**src/hdl/bdh_pkg.sv**
```systemverilog
`default_nettype none
package bdh_pkg;
    localparam int SLOTS = 4096;
    localparam int AW = $clog2(SLOTS);
    localparam int KW = 24;
    localparam int VW = 32;
    localparam int SW = 12;
    localparam int LOAD_LIMIT = 95;
    localparam logic [31:0] HASH_MUL = 32'd3141;
    localparam int STEP_MOD = 37;
    // floor(k / 37) = (k * RECIP37) >> RECIP_SHIFT for every 24-bit k
    localparam logic [23:0] RECIP37 = 24'd14510025;
    localparam int RECIP_SHIFT = 29;
    localparam logic [1:0] ST_INSERTED = 2'd0;
    localparam logic [1:0] ST_UPDATED = 2'd1;
    localparam logic [1:0] ST_FOUND = 2'd2;
    localparam logic [1:0] ST_MISS = 2'd3;
    localparam logic REQ_SET = 1'b0;
    localparam logic REQ_GET = 1'b1;

    typedef enum logic [4:0] {
        S_CLEAR, S_IDLE, S_HASH, S_HMOD, S_STEP, S_SRD, S_SCHK, S_SADV,
        S_LOAD, S_IRD, S_ICHK, S_NRD, S_NCHK, S_CRD, S_CCHK, S_IADV,
        S_WRITE, S_OUT
    } state_t;

    typedef struct packed {
        logic [1:0] status;
        logic [VW-1:0] value_out;
    } resp_t;
endpackage
`default_nettype wire

```
**src/hdl/bdh_mod.sv**
```systemverilog
`default_nettype none
// sequential remainder a mod m, one restoring step per cycle
module bdh_mod (
    input  wire logic        clk,
    input  wire logic        rst_n,
    input  wire logic        start,
    input  wire logic [31:0] num,
    input  wire logic [12:0] den,
    output logic             done,
    output logic [12:0]      rem
);
    import bdh_pkg::*;
    logic [31:0] num_reg, num_next;
    logic [13:0] rem_reg, rem_next;
    logic [5:0] cnt_reg, cnt_next;
    logic busy_reg, busy_next;
    logic [13:0] sh;

    always_comb
    begin
        sh = {rem_reg[12:0], num_reg[31]};
        num_next = num_reg;
        rem_next = rem_reg;
        cnt_next = cnt_reg;
        busy_next = busy_reg;
        if (start)
        begin
            num_next = num;
            rem_next = '0;
            cnt_next = 6'd32;
            busy_next = 1'b1;
        end
        else if (busy_reg)
        begin
            num_next = {num_reg[30:0], 1'b0};
            rem_next = (sh >= {1'b0, den}) ? sh - {1'b0, den} : sh;
            cnt_next = cnt_reg - 6'd1;
            if (cnt_reg == 6'd1)
                busy_next = 1'b0;
        end
    end

    always_ff @(posedge clk or negedge rst_n)
    begin
        if (!rst_n)
        begin
            busy_reg <= 1'b0;
            cnt_reg <= '0;
        end
        else
        begin
            busy_reg <= busy_next;
            cnt_reg <= cnt_next;
        end
    end

    always_ff @(posedge clk)
    begin
        num_reg <= num_next;
        rem_reg <= rem_next;
    end

    assign done = !busy_reg && !start;
    assign rem = rem_reg[12:0];
endmodule
`default_nettype wire

```
**config.mk**
```make
export PLATFORM = sky130hd
export DESIGN_NAME = bdh_mod
export DESIGN_NICKNAME = d
export VERILOG_FILES = /design/src/hdl/bdh_pkg.sv /design/src/hdl/bdh_mod.sv
export SDC_FILE = /design/constraint.sdc
export NUM_CORES = 1
export LEC_CHECK = 0
export ABC_AREA = 1
export ABC_CLOCK_PERIOD_IN_PS = 1700
export CAP_MARGIN = 0
export CORE_UTILIZATION = 25
export DETAILED_ROUTE_END_ITERATION = 8
export DONT_BUFFER_PORTS = 1
export PLACE_DENSITY = 0.51
export SLEW_MARGIN = 40
export SYNTH_ARGS = -nofsm -noshare
export SYNTH_HDL_FRONTEND = slang
export SYNTH_SLANG_ARGS = --single-unit
```
**constraint.sdc**
```tcl
create_clock -name clk -period 1.7 [get_ports clk]
set_input_delay 0.255 -clock clk [delete_from_list [all_inputs] [get_ports clk]]
set_output_delay 0.255 -clock clk [all_outputs]
set_load 0.03 [all_outputs]
```
# Word-level counts from Yosys, hierarchy flattened
# Cells that the tools add are included.
# word_totals
reg_bits	52
input_bits	48
out_inout_bits	14
wordCells	20
# op_classes
add_sub_neg	2
n_lt_le_gt_ge	1
eq_ne	1
muxes	8
n_reduce_logical	4
# ops
operator	count
32-bit two-way mux	2
14-bit by 13-bit >= comparator with 1-bit output	1
13-bit two-way mux	1
13-bit subtractor	1
6-bit two-way mux	2
6-bit by 1-bit == test with 1-bit output (second input constant)	1
6-bit by 1-bit subtractor with 6-bit output (second input constant)	1
1-bit two-way mux	3
1-bit logical NOT	2
2-bit nonzero test	1
1-bit logical AND	1

# Depth between registers and ports, before layout
# Gate-level depths: netlist (run 1).
# depth
ltp_word	4
depth_mapped	12
mapped_depth_nobuf	12

# Least setup slack after synthesis (run 1)
# OpenSTA, ideal clock, no wires.
# synth_timing
kind	reg2reg
startpoint	register rem_reg[0]
endpoint	register rem_reg[9]
setup_time_ns	0.114
arrival_time_ns	1.741
required_ns	1.586
setup_slack_ns	-0.154
path_stages_with_launch	12
n_path_buf	1
period_less_slack_ns	1.854
cell_sequence	dfxtp_1 -> inv_1 -> fa_1 -> inv_1 -> nand2_1 -> nand3_2 -> nand2_4 -> nand3_4 -> buf_8 -> nand3_2 -> nand3_1 -> nand2_1
# synth_via
elab_chain_cells	2
elab_cells_between_ends	3
classes_between	add/sub (1); order compare (1); mux (1)
# synth_rtl
element	line	text
from (decl)	bdh_mod.sv:14	logic [13:0] rem_reg, rem_next;
from (signal assigned)	bdh_mod.sv:60	rem_reg <= rem_next;
13-bit subtractor or 14-bit by 13-bit >= comparator with 1-bit output (tied branches)	bdh_mod.sv:36	rem_next = (sh >= {1'b0, den}) ? sh - {1'b0, den} : sh;
13-bit two-way mux (*)	bdh_mod.sv:36	
# Every way passes the cells marked *; elsewhere a longest branch is shown, timed or not.
# A chain may end at the register's enable or synchronous reset.

# Final worst setup path (run 1)
# layout_timing
startpoint	register rem_reg[4]
endpoint	register rem_reg[8]
# The elaborated chain is that of the path after synthesis.

==> impl_metrics.toml, run 1 <==
[global_route]
groute.usage.overall = 0.127
antenna_violations_before_repair = 0
grt_pass1_vias = 2934
grt_max_degree = 39
grt.overflow.total = 0
grt_pass1_wl_um = 13400

[setup_path]
crit_required_ns = 1.94
setup.worst_path.end_class = "flip-flop"
setup.worst_path.start_class = "flip-flop"
worstPathMaxFanout = 12
critPathArrivalTime_ns = 1.98
worst_path_max_delay_cell = "sky130_fd_sc_hd__dfxtp_2"
worstSetupPathType = "flip-flop to flip-flop"
most_common_cell_type_on_the_critical_path = "sky130_fd_sc_hd__nand2_1"
cp_cell_sequence = "ha_1 > nand2_1 > inv_1 > nand2_1 > nor2_4 > nand3_4 > buf_4 > nand4_1 > nand3_1 > nand2_1"
delay_of_the_slowest_critical_path_stage_ns = 0.33

[final_layout]
area_delta_synth_final_pct = 25.3
post-route-util = 0.323
stdcell_area_um2 = 4100
layout_nets = 539
drive_above_1_share = 0.218
largest_register_ff_count = 32
n_antenna_cell = 0

[synth]
post_syn_area_per_cell_um2 = 7.45
post_synthesis_instance_area_um2 = 3270
yosysTopAreaCellShare = 0.294
most_common_cell_in_the_synthesized_netlist = "sky130_fd_sc_hd__nand2_1"
ys.warnings.count = 0
post_synth_inst_count = 439
synth_edf_count = 32
synth.net_count = 503
yosysUniqueCellTypes = 32
synthTopCellsByCount = "sky130_fd_sc_hd__nand2_1 (189), sky130_fd_sc_hd__inv_1 (69), sky130_fd_sc_hd__edfxtp_1 (32)"
yosys.area.top_type = "sky130_fd_sc_hd__edfxtp_1"
post_synth_main_area_contributors = "sky130_fd_sc_hd__edfxtp_1 (29%), sky130_fd_sc_hd__nand2_1 (22%), sky130_fd_sc_hd__dfxtp_1 (8.0%), sky130_fd_sc_hd__inv_1 (7.9%), sky130_fd_sc_hd__ha_1 (5.7%)"
async_flop_share = 0.135
ys_seq_area_frac = 0.427
count_of_state_elements_after_synthesis = 52
postSynth.topFlopCell = "sky130_fd_sc_hd__edfxtp_1"

[sta]
slew_headroom = 0.694
worst_clock_skew_ns = 0.00883
period_minus_slack_ns = 1.74
setup_violations = 6
hold_viol_final = 0
worst-slew-pin-transition_ns = 0.455
whs_ns = 0.0361
period_share = 1.02
achievable-frequency_mhz = 576
grt_setup_unrepaired = "true"
final_critical_path_setup_slack_ns = -0.0351
final_max_slew_viol_count = 0

[power_and_ir_drop]
cell_internal_pwr_mw = 3.25
sw_frac_of_total = 0.402
p_leak_nw = 2.09
pwr-share-comb = 0.490
switching_power_mw = 2.18
p_total_mw = 5.43
pwr_density_nw_per_um2 = 1320
power.share.clock = 0.195
seq_power_share = 0.315
peakVddDrop_v = 0.000481

[floorplan]
core_um2 = 12700
num_io_pins = 62
rows = 41
fp.dieW_um = 116
start_util = 0.258
die-height_um = 116
floorplan.die_area_um2 = 13500

[worst_hold_path]
worstHoldPathType = "primary input to flip-flop"

[run_status]
outcome = "finished, violations left"
failed_checks = "negative setup slack"

[clock_network]
clk_path_buf_depth = 2
tritoncts = "yes"
cts_num_sinks = 52
cts_buffers = 5
cts.root.buffer_cell = "sky130_fd_sc_hd__clkbuf_16"
htree_levels = 2
clkLatencyLatePin_ns = 0.30
clk_pin_slew_worst_paths_ns = 0.08

[routing]
totalWireLength_um = 8060
drt_drc_violations_left = 0
wire_length_per_cell_after_detailed_routing_um = 12.4
detailroute.via_count = 2795
drt_iter0_markers = 102
drt_first_pass_iters = 4
antenna_violating_nets_post_route = 0
detail_routed_via_count_per_cell = 4.31

[placed_design]
post_dp_cell_area_um2 = 3710
preCtsSetupSlack_ns = -0.119
gp_congestion = 0.814
port_buffers = 0
place.detailed.hpwl_um = 5620

[run]
cap_violations = 0
## power by group through the flow
stage	clock network, mW	logic [mW]	registers, mW
after floorplan	0	1.46	1.96
after detailed placement	0	2.34	1.73
after CTS	1.10	2.53	1.71
after global placement	0	2.32	1.73
final	1.06	2.66	1.71
after global routing	1.15	2.98	1.74
## through the flow
stage | cells | TNS, ns
2_1_floorplan | 439 | 0
3_3_place_gp | 633 | -0.435
3_5_place_dp | 633 | -0.978
4_1_cts | 647 | -0.537
5_1_grt | 648 | -1.69
6_report | 648 | -0.120
## worst paths after layout
| path | endpoint | startpoint | slack [ns] | cells after the start |
|---|---|---|---|---|
| max | rem_reg[8]$_SDFFE_PP0P_ | rem_reg[4]$_SDFFE_PP0P_ | -0.04 | 10 |
| min | cnt_reg[4]$_DFFE_PN0N_ | start | 0.04 | 1 |
| max reg2reg | rem_reg[8]$_SDFFE_PP0P_ | rem_reg[4]$_SDFFE_PP0P_ | -0.04 | 10 |
| min reg2reg | cnt_reg[5]$_DFFE_PN0N_ | cnt_reg[5]$_DFFE_PN0N_ | 0.50 | 1 |
| max in group asynchronous | cnt_reg[0]$_DFFE_PN0N_ | rst_n | 1.17 | 1 |
| min in group asynchronous | cnt_reg[3]$_DFFE_PN0N_ | rst_n | 0.28 | 1 |
## area by class of cell
cell class	instances	area, um2
clock buffers	5	125
clock inverters	3	22.5
fillers	1370	8570
inverters	74	278
multi-input cells	301	1670
flip-flops and latches	52	1410
well taps	172	215
repair buffers	41	377
## critical path, delay by kind of cell (launching register included)
family / cells / cell delay, ns
adders and majority gates: 1 / 0.33
buffers and inverters: 2 / 0.30
DFF: 1 / 0.33
and+or+nand+nor: 7 / 0.73
## per-layer routing
metal,part of all wire,routed length (um),global-route usage,vias up
li1,-,-,-,1454
met1,0.45,3620,0.152,1266
met2,0.48,3880,0.224,66
met3,0.060,481,0.0374,9
met4,0.0096,77,0.0282,0
met5,0,0,0,-
## cell usage in the layout, fill, tap and decap left out, drive strengths merged
cell	netlist	final
nor4	2	2
a41oi	1	1
fa	1	1
edfxtp	32	32
xnor2	3	3
a21oi	10	10
xor2	3	3
ha	15	15
nand3	30	31
nor3	1	1
nand2	194	194
clkbuf	7	6
dfrtp	7	7
inv	74	75
dfxtp	13	13
nand3b	1	1
o21ai	6	6
buf	6	39
nor2	15	15
nand4	17	17
clkinv	0	2
dlygate4sd3	0	1
o22ai	1	1
## timing repair
item                                   4_1_cts  5_1_grt
gates cloned                                 2        1
endpoints found under the hold margin        7        0
setup endpoints to repair                   13       13
pin swaps                                    5       19
hold buffers                                 1        0
resized for setup                           13       20
buffers inserted                             3        0
## cell families (layout without fill, tap and decap cells)
group | after synthesis | after routing | share of synthesized area
adder cells (fa/ha/maj) | 16 | 16 | 0.0635
buffers and inverters | 87 | 123 | 0.106
AND/OR/NAND/NOR | 260 | 261 | 0.356
flip-flops | 52 | 52 | 0.427
AO/OA/AOI/OAI | 18 | 18 | 0.0325
XOR/XNOR | 6 | 6 | 0.0161
Power figures use the tool's default switching activity.
==> run 2, diff against run 1 <==
ABC_AREA = default   (was 1)
GPL_ROUTABILITY_DRIVEN = 0   (was default)
PLACE_DENSITY = default   (was 0.51)
==> impl_metrics.toml, run 2 <==
[floorplan]
fp.dieW_um = 112
floorplan.die_area_um2 = 12600
die-height_um = 112
start_util = 0.261
rows = 39
num_io_pins = 62
core_um2 = 11600

[power_and_ir_drop]
p_leak_nw = 1.59
pwr_density_nw_per_um2 = 1480
p_total_mw = 5.52
peakVddDrop_v = 0.000519

[run]
cap_violations = 0

[placed_design]
place.detailed.hpwl_um = 5270
placedCellCount = 449
post_dp_cell_area_um2 = 3530
port_buffers = 0

[global_route]
grt.overflow.total = 0
grt_util_met1 = 0.139
busiest_layer = "met2"
gr_util_met3 = 0.0545
grt_pass1_vias = 2347
antenna_violations_before_repair = 1
grt_use_met2 = 0.186
grt_max_degree = 50
groute.usage.overall = 0.116
grt_pass1_wl_um = 11600

[setup_path]
setup.worst_path.start_class = "flip-flop"
worstPathMaxFanout = 5
setup.worst_path.end_class = "flip-flop"
crit_required_ns = 1.87
critPathArrivalTime_ns = 2.29
worstSetupPathType = "flip-flop to flip-flop"

[synth]
yosys.area.top_type = "sky130_fd_sc_hd__edfxtp_1"
yosysTopAreaCellShare = 0.317
post_syn_area_per_cell_um2 = 11.3
postSynth.topFlopCell = "sky130_fd_sc_hd__edfxtp_1"
ys.warnings.count = 0
async_flop_share = 0.135
post_synthesis_instance_area_um2 = 3030
count_of_state_elements_after_synthesis = 52
synth.net_count = 333
post_synth_main_area_contributors = "sky130_fd_sc_hd__edfxtp_1 (32%), sky130_fd_sc_hd__mux2_2 (12%), sky130_fd_sc_hd__dfxtp_1 (8.6%), sky130_fd_sc_hd__ha_1 (6.2%), sky130_fd_sc_hd__dfrtp_1 (5.8%)"
post_synth_inst_count = 269
ys_seq_area_frac = 0.460
synth_edf_count = 32
synthTopCellsByCount = "sky130_fd_sc_hd__edfxtp_1 (32), sky130_fd_sc_hd__mux2_2 (31), sky130_fd_sc_hd__nor2_1 (26)"
yosysUniqueCellTypes = 52
most_common_cell_in_the_synthesized_netlist = "sky130_fd_sc_hd__edfxtp_1"

[final_layout]
post-route-util = 0.322
finish.cell_count_without_fillers = 463
drive_above_1_share = 0.350
stdcell_area_um2 = 3740
layout.cells.most_common = "sky130_fd_sc_hd__buf_4"
area_delta_synth_final_pct = 23.2
n_antenna_cell = 0
final.fill_count = 1217
highest_count_cells_in_the_layout_ignoring_fill_and_taps = "sky130_fd_sc_hd__buf_4 (51), sky130_fd_sc_hd__edfxtp_1 (32), sky130_fd_sc_hd__mux2_2 (31)"
largest_register_ff_count = 32
layout_nets = 383

[clock_network]
clk_pin_slew_worst_paths_ns = 0.08
htree_levels = 2
clkLatencyLatePin_ns = 0.29
cts.root.buffer_cell = "sky130_fd_sc_hd__clkbuf_16"
tritoncts = "yes"
clk_path_buf_depth = 2
cts_num_sinks = 52
cts_buffers = 5

[sta]
whs_ns = 0.0334
hold_viol_final = 0
final_critical_path_setup_slack_ns = -0.414
worst_clock_skew_ns = 0.00848
achievable-frequency_mhz = 473
period_minus_slack_ns = 2.11
period_share = 1.24
worst-slew-pin-transition_ns = 0.403
final_max_slew_viol_count = 0
grt_setup_unrepaired = "true"
slew_headroom = 0.731
setup_violations = 13

[run_status]
failed_checks = "design-rule violations, negative setup slack"
outcome = "finished, violations left"

[routing]
wire_length_per_cell_after_detailed_routing_um = 15.3
drt_drc_violations_left = 2
drt_iter0_markers = 107
antenna_violating_nets_post_route = 0
detailroute.via_count = 2266
detail_routed_via_count_per_cell = 4.89
totalWireLength_um = 7100
drt_first_pass_iters = 6

[worst_hold_path]
worstHoldPathType = "primary input to flip-flop"
-- run 2: changes by cell type after synthesis, moves of 5 or more --
cell / delta
sky130_fd_sc_hd__a21o_1: +5
sky130_fd_sc_hd__mux2_2: +31
sky130_fd_sc_hd__nand4_1: -15
sky130_fd_sc_hd__a311oi_1: +6
sky130_fd_sc_hd__nand3_2: -5
sky130_fd_sc_hd__inv_1: -51
sky130_fd_sc_hd__o211ai_1: +5
sky130_fd_sc_hd__nand3_1: -15
sky130_fd_sc_hd__inv_2: -5
sky130_fd_sc_hd__nand2_1: -171
sky130_fd_sc_hd__nor2_1: +15
sky130_fd_sc_hd__nor3_1: +5
-- run 2: timing repair --
action / 4_1_cts / 5_1_grt
pin swaps: 6 / 3
gates resized for setup: 2 / 3
hold endpoints to repair: 7 / 0
setup buffers: 4 / 1
setup endpoints to repair: 14 / 14
hold buffers: 1 / 0
-- run 2: path summary, 6_finish.rpt --
path,startpoint,end,slack (ns),depth (start not counted)
worst max-delay path,num_reg[31]$_DFFE_PN_,rem_reg[3]$_SDFFE_PP0P_,-0.41,11
worst min-delay path,start,rem_reg[6]$_SDFFE_PP0P_,0.03,1
worst max register to register,num_reg[31]$_DFFE_PN_,rem_reg[3]$_SDFFE_PP0P_,-0.41,11
worst min register to register,num_reg[6]$_DFFE_PN_,num_reg[7]$_DFFE_PN_,0.55,1
max in group asynchronous,rst_n,busy_reg$_DFF_PN0_,1.15,1
min in group asynchronous,rst_n,cnt_reg[0]$_DFFE_PN0N_,0.29,1
-- run 2: worst max-delay path: stages, from the launching register on --
cell,delay [ns]
sky130_fd_sc_hd__edfxtp_1,0.38
sky130_fd_sc_hd__inv_1,0.07
sky130_fd_sc_hd__ha_2,0.18
sky130_fd_sc_hd__fa_2,0.23
sky130_fd_sc_hd__nor2b_4,0.05
sky130_fd_sc_hd__o31ai_4,0.21
sky130_fd_sc_hd__a21o_4,0.19
sky130_fd_sc_hd__a31oi_4,0.09
sky130_fd_sc_hd__buf_6,0.15
sky130_fd_sc_hd__buf_4,0.13
sky130_fd_sc_hd__o211ai_1,0.19
sky130_fd_sc_hd__o211ai_1,0.12
-- run 2: layer usage --
| layer | vias up | share of wire | wire [um] |
|---|---|---|---|
| li1 | 1092 | - | - |
| met1 | 1082 | 0.43 | 3070 |
| met2 | 77 | 0.45 | 3180 |
| met3 | 13 | 0.10 | 737 |
| met4 | 2 | 0.014 | 99 |
| met5 | - | 0.0014 | 10 |
-- run 2: report_power, final --
group          switching, mW  internal [mW]
logic                   1.44           1.22
registers              0.169           1.67
clock network          0.472          0.550
total                   2.08           3.44
-- run 2: area by class of cell --
cell class,instances,area [um2],share of cell area
timing repair buffer,54,424,0.113
tap,143,179,0.0479
sequential,52,1410,0.377
clock buffer,6,129,0.0345
clock inverter,2,16.3,0.00435
multi-input combinational,188,1510,0.404
inverter,18,71.3,0.0191
-- run 2: cell families (layout without fill, tap and decap cells) --
group	after synthesis	count (layout)	share of synthesized area
mux	31	31	0.115
fa+ha+maj	16	16	0.0685
compound gates	53	53	0.144
buf+inv	29	80	0.0557
xor+xnor	13	13	0.0375
simple gates	75	75	0.119
flops	52	52	0.460
-- run 2: stage by stage --
step	TNS, ns	worst slack [ns]
finish	-4.85	-0.414
global route	-6.39	-0.558
CTS	-4.74	-0.398
detailed placement	-5.19	-0.455
global placement	-4.80	-0.406
floorplan	-5.26	-0.358
